==> config.mk <==
export PLATFORM = sky130hd
export DESIGN_NAME = superscalar_to_a64_translator
export DESIGN_NICKNAME = d
export VERILOG_FILES = /design/src/hdl/s2a_pkg.sv /design/src/hdl/superscalar_to_a64_translator.sv
export SDC_FILE = /design/constraint.sdc
export NUM_CORES = 1
export LEC_CHECK = 0
export ABC_AREA = 1
export BUFFER_PORTS_ARGS = -buffer_cell sky130_fd_sc_hd__buf_2
export CORE_MARGIN = 5
export CORE_UTILIZATION = 30
export DETAILED_ROUTE_END_ITERATION = 8
export PLACE_DENSITY = 0.51
export SYNTH_ARGS = -nofsm -noshare
export SYNTH_HDL_FRONTEND = slang
export SYNTH_SLANG_ARGS = --single-unit
==> constraint.sdc <==
create_clock -name clk_i -period 26.8 [get_ports clk_i]
set_input_delay 1.34 -clock clk_i [delete_from_list [all_inputs] [get_ports clk_i]]
set_output_delay 1.34 -clock clk_i [all_outputs]
set_load 0.005 [all_outputs]
==> src/hdl/s2a_pkg.sv <==
// ----------------------------------------------------------------------------
// s2a_pkg: shared types and encodings for the a64 translator
// opcodes of the hash program, aarch64 base opcodes and helper functions
// ----------------------------------------------------------------------------
package s2a_pkg;

  typedef enum logic [3:0] {
    OPC_SUB    = 4'd0,
    OPC_XOR    = 4'd1,
    OPC_ADDSH  = 4'd2,
    OPC_MUL    = 4'd3,
    OPC_ROR    = 4'd4,
    OPC_ADDIMM = 4'd5,
    OPC_XORIMM = 4'd6,
    OPC_UMULH  = 4'd7,
    OPC_SMULH  = 4'd8,
    OPC_MULRCP = 4'd9
  } opcode_e;

  localparam logic [31:0] A64_SUB     = 32'hCB000000;
  localparam logic [31:0] A64_EOR     = 32'hCA000000;
  localparam logic [31:0] A64_ADD     = 32'h8B000000;
  localparam logic [31:0] A64_MUL     = 32'h9B007C00;
  localparam logic [31:0] A64_UMULH   = 32'h9BC07C00;
  localparam logic [31:0] A64_SMULH   = 32'h9B407C00;
  localparam logic [31:0] A64_MOVZ    = 32'hD2800000;
  localparam logic [31:0] A64_MOVN    = 32'h92800000;
  localparam logic [31:0] A64_MOVK    = 32'hF2800000;
  localparam logic [31:0] A64_ADDI_LO = 32'h91000000;
  localparam logic [31:0] A64_ADDI_HI = 32'h91400000;
  localparam logic [31:0] A64_LDRLIT  = 32'h58000000;
  localparam logic [31:0] A64_EXTR    = 32'h93C00000;

  localparam logic [31:0] HW_SHIFT16  = 32'h00200000;
  localparam int unsigned IN_W        = 104;
  localparam int unsigned OUT_W       = 56;

  typedef struct packed {
    logic [31:0] w0;
    logic [31:0] w1;
    logic        two;
  } imm_load_t;

  // three-operand register form rd = rd op rm
  function automatic logic [31:0] enc_rrr(logic [31:0] base, logic [4:0] rd, logic [4:0] rm);
    enc_rrr = base | {27'd0, rd} | {22'd0, rd, 5'd0} | {11'd0, rm, 16'd0};
  endfunction

  // movz/movn/movk sequence for a 32-bit constant
  function automatic imm_load_t enc_load_imm(logic [4:0] rd, logic [31:0] imm);
    imm_load_t r;
    logic [15:0] upper;
    upper = imm[31] ? ~imm[31:16] : imm[31:16];
    r.w1  = A64_MOVK | {27'd0, rd} | {11'd0, imm[15:0], 5'd0};
    if (imm[31:16] == 16'd0) begin
      r.w0  = A64_MOVZ | {27'd0, rd} | {11'd0, imm[15:0], 5'd0};
      r.two = 1'b0;
    end else begin
      r.w0  = (imm[31] ? A64_MOVN : A64_MOVZ) | HW_SHIFT16 | {27'd0, rd}
              | {11'd0, upper, 5'd0};
      r.two = 1'b1;
    end
    return r;
  endfunction

endpackage

==> src/hdl/superscalar_to_a64_translator.sv <==
// ----------------------------------------------------------------------------
// superscalar_to_a64_translator: hash-program instruction to aarch64 words
//
// Slave stream takes one instruction per request (tdata, fields below).
// Master stream gives one 32-bit instruction word per request with the
// literal position after the item; tlast marks the final word of an item.
// An item is held in an input register and encoded there by short logic;
// a sequencer moves its one to three words, one per cycle while the
// output register is free, into the output register. The first word
// passes the input register and then the output register; unknown
// opcodes emit nothing and are dropped. The next item is accepted in
// the cycle its predecessor's last word moves to the output register, so
// items follow back to back. When the receiver stalls the output register
// holds its word and the input register fills, after which s_axis_tready
// falls. Reset empties both registers; no word is pending after reset.
// ----------------------------------------------------------------------------
module superscalar_to_a64_translator
  import s2a_pkg::*;
(
  input  logic              clk_i,
  input  logic              rst_ni,
  input  logic              s_axis_tvalid,
  output logic              s_axis_tready,
  // opcode, dst_reg, src_reg, scratch_reg, immediate, shift_amount,
  // code_pos, literal_pos, zero pad
  input  logic [IN_W-1:0]   s_axis_tdata,
  output logic              m_axis_tvalid,
  input  logic              m_axis_tready,
  // instr_word, next_literal_pos
  output logic [OUT_W-1:0]  m_axis_tdata,
  output logic              m_axis_tlast
);

  logic        in_valid_q;
  logic [3:0]  opc_q;
  logic [4:0]  dst_q, src_q, tmp_q;
  logic [31:0] imm_q;
  logic [1:0]  sh_q;
  logic [23:0] cpos_q, lpos_q;
  logic [1:0]  idx_q, idx_d;

  logic        out_valid_q;
  logic [31:0] out_word_q;
  logic [23:0] out_lit_q;
  logic        out_last_q;

  logic [31:0] words [3];
  logic [1:0]  nwords;
  logic [23:0] nlit, ldiff;
  imm_load_t   ld;
  logic [11:0] lo12, hi12;
  logic        out_free, move, last_move, done, accept;

  always_comb begin
    words[0] = 32'd0;
    words[1] = 32'd0;
    words[2] = 32'd0;
    nwords   = 2'd0;
    nlit     = lpos_q;
    ldiff    = lpos_q - cpos_q;
    ld       = enc_load_imm(tmp_q, imm_q);
    lo12     = imm_q[11:0];
    hi12     = imm_q[23:12];
    unique case (opcode_e'(opc_q))
      OPC_SUB: begin
        words[0] = enc_rrr(A64_SUB, dst_q, src_q);
        nwords   = 2'd1;
      end
      OPC_XOR: begin
        words[0] = enc_rrr(A64_EOR, dst_q, src_q);
        nwords   = 2'd1;
      end
      OPC_ADDSH: begin
        words[0] = enc_rrr(A64_ADD, dst_q, src_q) | {20'd0, sh_q, 10'd0};
        nwords   = 2'd1;
      end
      OPC_MUL: begin
        words[0] = enc_rrr(A64_MUL, dst_q, src_q);
        nwords   = 2'd1;
      end
      OPC_UMULH: begin
        words[0] = enc_rrr(A64_UMULH, dst_q, src_q);
        nwords   = 2'd1;
      end
      OPC_SMULH: begin
        words[0] = enc_rrr(A64_SMULH, dst_q, src_q);
        nwords   = 2'd1;
      end
      OPC_ROR: begin
        words[0] = enc_rrr(A64_EXTR, dst_q, dst_q) | {16'd0, imm_q[5:0], 10'd0};
        nwords   = 2'd1;
      end
      OPC_ADDIMM: begin
        if (imm_q[31:24] == 8'd0) begin
          if (lo12 != 12'd0 && hi12 != 12'd0) begin
            words[0] = enc_rrr(A64_ADDI_LO, dst_q, 5'd0) | {10'd0, lo12, 10'd0};
            words[1] = enc_rrr(A64_ADDI_HI, dst_q, 5'd0) | {10'd0, hi12, 10'd0};
            nwords   = 2'd2;
          end else if (lo12 != 12'd0) begin
            words[0] = enc_rrr(A64_ADDI_LO, dst_q, 5'd0) | {10'd0, lo12, 10'd0};
            nwords   = 2'd1;
          end else begin
            words[0] = enc_rrr(A64_ADDI_HI, dst_q, 5'd0) | {10'd0, hi12, 10'd0};
            nwords   = 2'd1;
          end
        end else begin
          words[0] = ld.w0;
          if (ld.two) begin
            words[1] = ld.w1;
            words[2] = enc_rrr(A64_ADD, dst_q, tmp_q);
            nwords   = 2'd3;
          end else begin
            words[1] = enc_rrr(A64_ADD, dst_q, tmp_q);
            nwords   = 2'd2;
          end
        end
      end
      OPC_XORIMM: begin
        words[0] = ld.w0;
        if (ld.two) begin
          words[1] = ld.w1;
          words[2] = enc_rrr(A64_EOR, dst_q, tmp_q);
          nwords   = 2'd3;
        end else begin
          words[1] = enc_rrr(A64_EOR, dst_q, tmp_q);
          nwords   = 2'd2;
        end
      end
      OPC_MULRCP: begin
        words[0] = A64_LDRLIT | {27'd0, tmp_q} | {8'd0, ldiff[20:2], 5'd0};
        words[1] = enc_rrr(A64_MUL, dst_q, tmp_q);
        nwords   = 2'd2;
        nlit     = lpos_q + 24'd8;
      end
      default: begin
        nwords = 2'd0;
      end
    endcase
  end

  assign out_free  = !out_valid_q || m_axis_tready;
  assign move      = in_valid_q && (nwords != 2'd0) && out_free;
  assign last_move = move && (idx_q == nwords - 2'd1);
  assign done      = in_valid_q && ((nwords == 2'd0) || last_move);
  assign s_axis_tready = !in_valid_q || done;
  assign accept    = s_axis_tvalid && s_axis_tready;

  always_comb begin
    idx_d = idx_q;
    if (done) begin
      idx_d = 2'd0;
    end else if (move) begin
      idx_d = idx_q + 2'd1;
    end
  end

  always_ff @(posedge clk_i or negedge rst_ni) begin
    if (!rst_ni) begin
      in_valid_q  <= 1'b0;
      idx_q       <= 2'd0;
      out_valid_q <= 1'b0;
    end else begin
      idx_q <= idx_d;
      if (accept) begin
        in_valid_q <= 1'b1;
      end else if (done) begin
        in_valid_q <= 1'b0;
      end
      if (move) begin
        out_valid_q <= 1'b1;
      end else if (m_axis_tready) begin
        out_valid_q <= 1'b0;
      end
    end
  end

  always_ff @(posedge clk_i) begin
    if (accept) begin
      opc_q  <= s_axis_tdata[3:0];
      dst_q  <= s_axis_tdata[8:4];
      src_q  <= s_axis_tdata[13:9];
      tmp_q  <= s_axis_tdata[18:14];
      imm_q  <= s_axis_tdata[50:19];
      sh_q   <= s_axis_tdata[52:51];
      cpos_q <= s_axis_tdata[76:53];
      lpos_q <= s_axis_tdata[100:77];
    end
    if (move) begin
      out_word_q <= words[idx_q];
      out_lit_q  <= nlit;
      out_last_q <= (idx_q == nwords - 2'd1);
    end
  end

  assign m_axis_tvalid = out_valid_q;
  assign m_axis_tdata  = {out_lit_q, out_word_q};
  assign m_axis_tlast  = out_last_q;

endmodule
==> qor.csv, run 1 <==
stage;metric;value;unit
clocking;total CTS buffers;17;
synthesis;Mapped Area;8830;sq um
clocking;Clk Latency, worst-skew pair;0.44;ns
synthesis;syn nets;1095;
clocking;Clock Sinks;158;
synthesis;XOR/XNOR share of the synthesized area;0.0347;
critical_path;crit path kind;flip-flop to output port;
layout;# diodes;0;
clocking;CTS tree;done;
synthesis;leading area contributor after synthesis;edfxtp_1;
sta;Worst Tran Pin Value;1.02;ns
power;Worst VDD drop;32.3;uV
global_route;first-pass GRT wire length;42100;um
clocking;post-cts resize count;0;
critical_path;Worst Path Arrival;5.09;ns
run_status;outcome;finished, final reports clean;
layout;multi-input logic area;3540;sq um
synthesis;mux cell area share after synthesis;0;
clocking;Setup Buffers After CTS;0;
place;Final GP Congestion;0.923;
power;power per cell area;87.8;nW/um^2
sta;post-route clock period utilization;0.240;
layout;share of layout cells above drive strength 1;0.206;
synthesis;Syn Area/Cell;9.15;sq um
global_route;initial antenna violation count;0;
clocking;CTS max path bufs;2;
synthesis;number of synthesized register bits;158;
place;hpwl dp;20700;um
layout;Register Area;4720;sq um
global_route;largest net degree at the start of global routing;59;
sta;Max Fclk;156;MHz
critical_path;CP max FO;58;
sta;final hold vios;0;
detailed_routing;Avg Vias per Cell;4.89;
clocking;# H-tree levels;4;
synthesis;Synth Area in Compound Gates;0.121;
synthesis;Post-Syn Instances;965;
detailed_routing;Vias;7454;
floorplanning;area of the die;32900;sq um
power;total power;0.929;mW
layout;final non-filler cell total;1524;
floorplanning;chip width;182;um
critical_path;critical path endpoint category;output port;
floorplanning;chip height;182;um
critical_path;CP Launch Type;flip-flop;
detailed_routing;post-DR wirelength/cell;18.1;um
sta;Final setup viols;0;
detailed_routing;WL final;27600;um
synthesis;async set or reset register ratio after synthesis;0.0253;
layout;Filler cells;3055;
layout;Syn-to-layout area delta;19.9;%
worst_hold_path;worst hold path class;flip-flop to flip-flop;
synthesis;post-synthesis adder-cell area fraction;0.0312;
clocking;CTS Root Cell;clkbuf_16;
floorplanning;row count;62;
synthesis;Ys Warns;0;
synthesis;EDFF count, synth;154;
synthesis;Synth Area in Simple Gates;0.213;
synthesis;most frequent cells after synthesis;nand2_1 (221), edfxtp_1 (154), inv_1 (107), nor2_1 (78), o21ai_0 (75);
sta;skew final;0.0104;ns
layout;fin util;0.367;
critical_path;Worst Path Required;25.46;ns
synthesis;sequential-to-total area share from yosys stat;0.535;
place;IO Port Bufs;159;
synthesis;largest family of logic cells by synthesized area;simple AND/OR/NAND/NOR gates;
detailed_routing;1st-pass router iterations;6;
power;P_leak;4.59;nW
detailed_routing;DR iter-0 viols;659;
detailed_routing;ANT nets after route;0;
sta;setup ws final;20.37;ns
sta;minimum clock period;6.43;ns
global_route;vias in the first global route;7197;
place;dpl cells;1492;
floorplanning;Starting Density;0.306;
place;Setup Slack @ Placement;20.83;ns
layout;nets;1257;
global_route;grt ovf;0;
synthesis;library cells used by synthesis;50;
clocking;cts hold-fix bufs;0;
clocking;clock transition at the registers of the reported paths;0.07;ns
sta;RSZ-0062 raised after global routing;no;
detailed_routing;DRC;0;
synthesis;share of Yosys cell area claimed by the top area cell type;0.524;
sta;max-slew violation count;0;
sta;sum of negative setup slack;0;ns
floorplanning;# IOs;167;
synthesis;count leader, synth;nand2_1;
synthesis;ys flop type;edfxtp_1;
flow_run;maximum capacitance violations;0;
floorplanning;CORE AREA;28900;sq um
global_route;total track usage;0.165;
synthesis;ranking of synthesized cells by area;edfxtp_1 (52%), nand2_1 (9.4%), inv_1 (4.6%);
sta;Slew headroom;0.323;
==> state kept, by name, indices dropped and copies added, names as in the netlist, 4 cells and up <==
name	count
imm_q	32
out_word_q	31
lpos_q	24
out_lit_q	24
cpos_q	21
dst_q	5
src_q	5
tmp_q	5
opc_q	4
==> per-layer routing <==
metal / routed length (um) / GRT usage / up-vias / share of wire
met4: 469 / 0.0423 / 0 / 0.017
met5: 0 / 0 / - / 0
met3: 1780 / 0.0384 / 34 / 0.065
met1: 13400 / 0.246 / 3506 / 0.49
met2: 11900 / 0.243 / 262 / 0.43
li1: - / - / 3652 / -
==> stage by stage <==
step / cell area (sq um) / hold WS, ns
after floorplan: 8830 / 0.426
after global placement: 10000 / 0.431
after detailed placement: 10000 / 0.451
after CTS: 10600 / 0.464
after global routing: 10600 / 0.485
final: 10600 / 0.461
==> logic make-up (layout without fill, tap and decap cells) <==
logic type      after synthesis  count (layout)
other cells                   1               1
compound gates              189             189
xor+xnor                     35              35
flops                       158             158
simple gates                421             421
buf+inv                     139             314
fa+ha+maj                    22              22
==> power breakdown <==
group	total, mW	switching [mW]	internal [mW]
sequential	0.402	0.0421	0.360
clock	0.233	0.112	0.122
combinational	0.294	0.197	0.0975
total	0.929	0.350	0.579
==> worst paths after layout <==
kind | start | end | slack [ns] | cells past startpoint
min in group asynchronous | rst_ni | m_axis_tvalid$_DFFE_PN0P_ | 0.69 | 1
hold reg to reg | lpos_q[2]$_DFFE_PP_ | out_lit_q[2]$_DFFE_PP_ | 0.46 | 0
max in group asynchronous | rst_ni | idx_q[1]$_DFFE_PN0P_ | 25.99 | 1
setup / recovery | imm_q[31]$_DFFE_PP_ | s_axis_tready | 20.37 | 18
hold / removal | lpos_q[2]$_DFFE_PP_ | out_lit_q[2]$_DFFE_PP_ | 0.46 | 0
setup reg to reg | imm_q[31]$_DFFE_PP_ | imm_q[14]$_DFFE_PP_ | 21.26 | 18
==> final cells by class <==
class | instances | area share
flip-flops and latches | 158 | 0.447
inverters | 120 | 0.0434
repair buffers | 162 | 0.0773
clock buffers | 17 | 0.0402
multi-input cells | 668 | 0.335
clock inverters | 15 | 0.0123
well taps | 384 | 0.0454
==> placed cells by master (no fill, tap or decap), types with 7 or more instances in the layout <==
master,Yosys,routed
nand2_1,221,221
nor2_1,78,78
ha_1,22,22
nand2_2,8,8
inv_1,107,106
a21oi_1,60,59
nand3b_1,7,7
o21ai_1,8,8
inv_2,8,9
xnor2_1,22,22
nand4_1,15,15
nand3_1,58,58
nor2_2,7,7
clkbuf_16,0,17
xor2_1,13,13
o21ai_0,75,75
edfxtp_1,154,154
o211ai_1,13,13
buf_2,8,159
nor3_1,11,11
==> worst max-delay path, stage by stage (launching register included) <==
cell and delay, ns:
edfxtp_1 0.96, inv_1 0.20, ha_1 0.25, nand2_1 0.06, nor2_1 0.05, nand2_2 0.25
nand2_2 0.21, nand2_2 0.32, nand2_4 0.18, nand3_1 0.15, inv_1 0.05, ha_1 0.19
nor2_1 0.27, nand2_1 0.16, inv_2 0.06, buf_4 0.59, nand4_1 0.35, nand2_1 0.16
buf_2 0.13
(Power assumes the default switching activity.)
==> run 2, diff against run 1 <==
clock period = 5.95 ns   (was 26.8 ns; I/O delays follow)
==> run 2 against run 1 <==
Net effect: clock power increased to 5.1 times the previous value; sequential cell count did not move; non-clock buffer count rose by 3; final area is 1.0% higher; global-route usage shrank 0.10 points; highest routed layer unchanged.
==> qor.csv, run 2 (synthesis results as in run 1) <==
stage;metric;value;unit
run_status;outcome;finished, final reports clean;
place;Final GP Congestion;0.924;
critical_path;crit path from;imm_q[31]$_DFFE_PP_;
layout;max FFs per register;32;
critical_path;worst reg2reg startpoint;imm_q[31]$_DFFE_PP_;
place;hpwl dp;20800;um
floorplanning;row count;62;
clocking;Setup Buffers After CTS;0;
layout;biggest regs;imm_q: 32 flops, out_word_q: 31 flops;
critical_path;R2R setup slack;1.43;ns
sta;final hold vios;0;
place;IO Port Bufs;159;
clocking;Clock Sinks;158;
clocking;clock transition at the registers of the reported paths;0.07;ns
detailed_routing;ANT nets after route;0;
sta;minimum clock period;4.52;ns
global_route;grt ovf;0;
sta;post-route clock period utilization;0.760;
worst_hold_path;worst hold path class;input port to flip-flop;
global_route;initial antenna violation count;0;
layout;# diodes;0;
place;dpl cells;1492;
global_route;first-pass GRT wire length;42100;um
worst_hold_path;Hold Path Origin;s_axis_tdata[33];
layout;nets;1260;
sta;RSZ-0062 raised after global routing;no;
global_route;vias in the first global route;7272;
clocking;CTS max path bufs;2;
critical_path;reg2reg path depth;17;
floorplanning;Starting Density;0.306;
sta;Worst Tran Pin Value;0.990;ns
worst_hold_path;Hold EP;imm_q[14]$_DFFE_PP_;
critical_path;crit path kind;flip-flop to flip-flop;
layout;Filler cells;3030;
detailed_routing;1st-pass router iterations;5;
floorplanning;chip height;182;um
detailed_routing;DRC;0;
layout;commonest non-fill, non-tap cells in the layout;nand2_1 (221), buf_2 (159), edfxtp_1 (154);
layout;most common library cell in the layout ignoring fill and taps;nand2_1;
clocking;Clk Latency, worst-skew pair;0.44;ns
detailed_routing;DR iter-0 viols;581;
clocking;CTS tree;done;
flow_run;maximum capacitance violations;0;
clocking;total CTS buffers;17;
global_route;total track usage;0.164;
detailed_routing;Avg Vias per Cell;4.90;
power;P_leak;4.64;nW
sta;max-slew violation count;0;
power;Worst VDD drop;191;uV
critical_path;Worst Path Arrival;4.60;ns
sta;sum of negative setup slack;0;ns
sta;Max Fclk;221;MHz
critical_path;CP Launch Type;flip-flop;
detailed_routing;post-DR wirelength/cell;17.9;um
floorplanning;CORE AREA;28900;sq um
sta;setup ws final;1.43;ns
detailed_routing;Vias;7479;
floorplanning;chip width;182;um
clocking;post-cts resize count;0;
clocking;# H-tree levels;4;
critical_path;critical path endpoint category;flip-flop;
clocking;CTS Root Cell;clkbuf_16;
layout;share of layout cells above drive strength 1;0.206;
critical_path;RR Endpoint;lpos_q[0]$_DFFE_PP_;
worst_hold_path;hold path depth;1;
layout;Biggest register;imm_q;
critical_path;CP max FO;52;
clocking;cts hold-fix bufs;3;
sta;Final setup viols;0;
sta;skew final;0.0147;ns
sta;Slew headroom;0.340;
global_route;largest net degree at the start of global routing;58;
layout;Syn-to-layout area delta;21.1;%
floorplanning;area of the die;32900;sq um
floorplanning;# IOs;167;
power;power per cell area;404;nW/um^2
detailed_routing;WL final;27300;um
layout;final non-filler cell total;1527;
critical_path;Worst Path Required;6.03;ns
place;Setup Slack @ Placement;1.44;ns
==> run 2: report_power, final <==
part	internal [mW]	leakage [nW]	switching, mW
combinational	0.440	2.82	0.881
sequential	1.62	1.52	0.190
clock	0.709	0.300	0.478
total	2.77	4.64	1.55
==> run 2: final cells by class <==
type                            count  area, sq um  share of cell area
Multi-Input combinational cell    668         3540               0.331
Sequential cell                   158         4720               0.442
Tap cell                          384          480              0.0449
Clock inverter                     15          209              0.0195
Inverter                          120          459              0.0430
Timing Repair Buffer              165          848              0.0794
Clock buffer                       17          425              0.0398
==> run 2: worst max-delay path, stage by stage, from the launching register on <==
cell and delay, ns:
edfxtp_1 0.85, inv_1 0.18, ha_1 0.24, nand2_1 0.07, nor2_1 0.05, nand2_2 0.22, nand2_2 0.19, nand2_2 0.26
nand2_4 0.16, nand3_1 0.14, inv_1 0.05, ha_1 0.19, nor2_1 0.29, nand2_1 0.17, inv_2 0.08, nand4_1 0.20
a21oi_4 0.19, buf_4 0.51
==> run 2: how the worst max path moves through the flow <==
| stage | endpoint | slack, ns | cells past startpoint |
|---|---|---|---|
| 2_1_floorplan | cpos_q[0]$_DFFE_PP_ | 0.09 | 17 |
| 4_1_cts | imm_q[25]$_DFFE_PP_ | 1.43 | 17 |
| 5_1_grt | sh_q[1]$_DFFE_PP_ | 1.02 | 17 |
| 3_5_place_dp | sh_q[0]$_DFFE_PP_ | 1.44 | 17 |
| 6_report | lpos_q[0]$_DFFE_PP_ | 1.43 | 17 |
| 3_3_place_gp | lpos_q[1]$_DFFE_PP_ | 1.59 | 17 |
==> run 2: stage by stage <==
stage | util | total power, mW | area [sq um] | hold WS [ns]
2_1_floorplan | - | 2.63 | 8840 | 0.00191
3_3_place_gp | 0.347 | 3.15 | 10000 | 0.108
3_5_place_dp | 0.347 | 3.16 | 10000 | 0.112
4_1_cts | 0.370 | 4.36 | 10700 | 0.000815
5_1_grt | 0.370 | 4.60 | 10700 | 0.00581
6_report | 0.370 | 4.32 | 10700 | 0.0239
==> run 2: routing by layer <==
metal  track usage  wire length, um  up-vias
met3        0.0300             1550       25
met5             0                0        -
met4        0.0486              431        0
met2         0.246            12000      291
li1              -                -     3642
met1         0.243            13400     3521
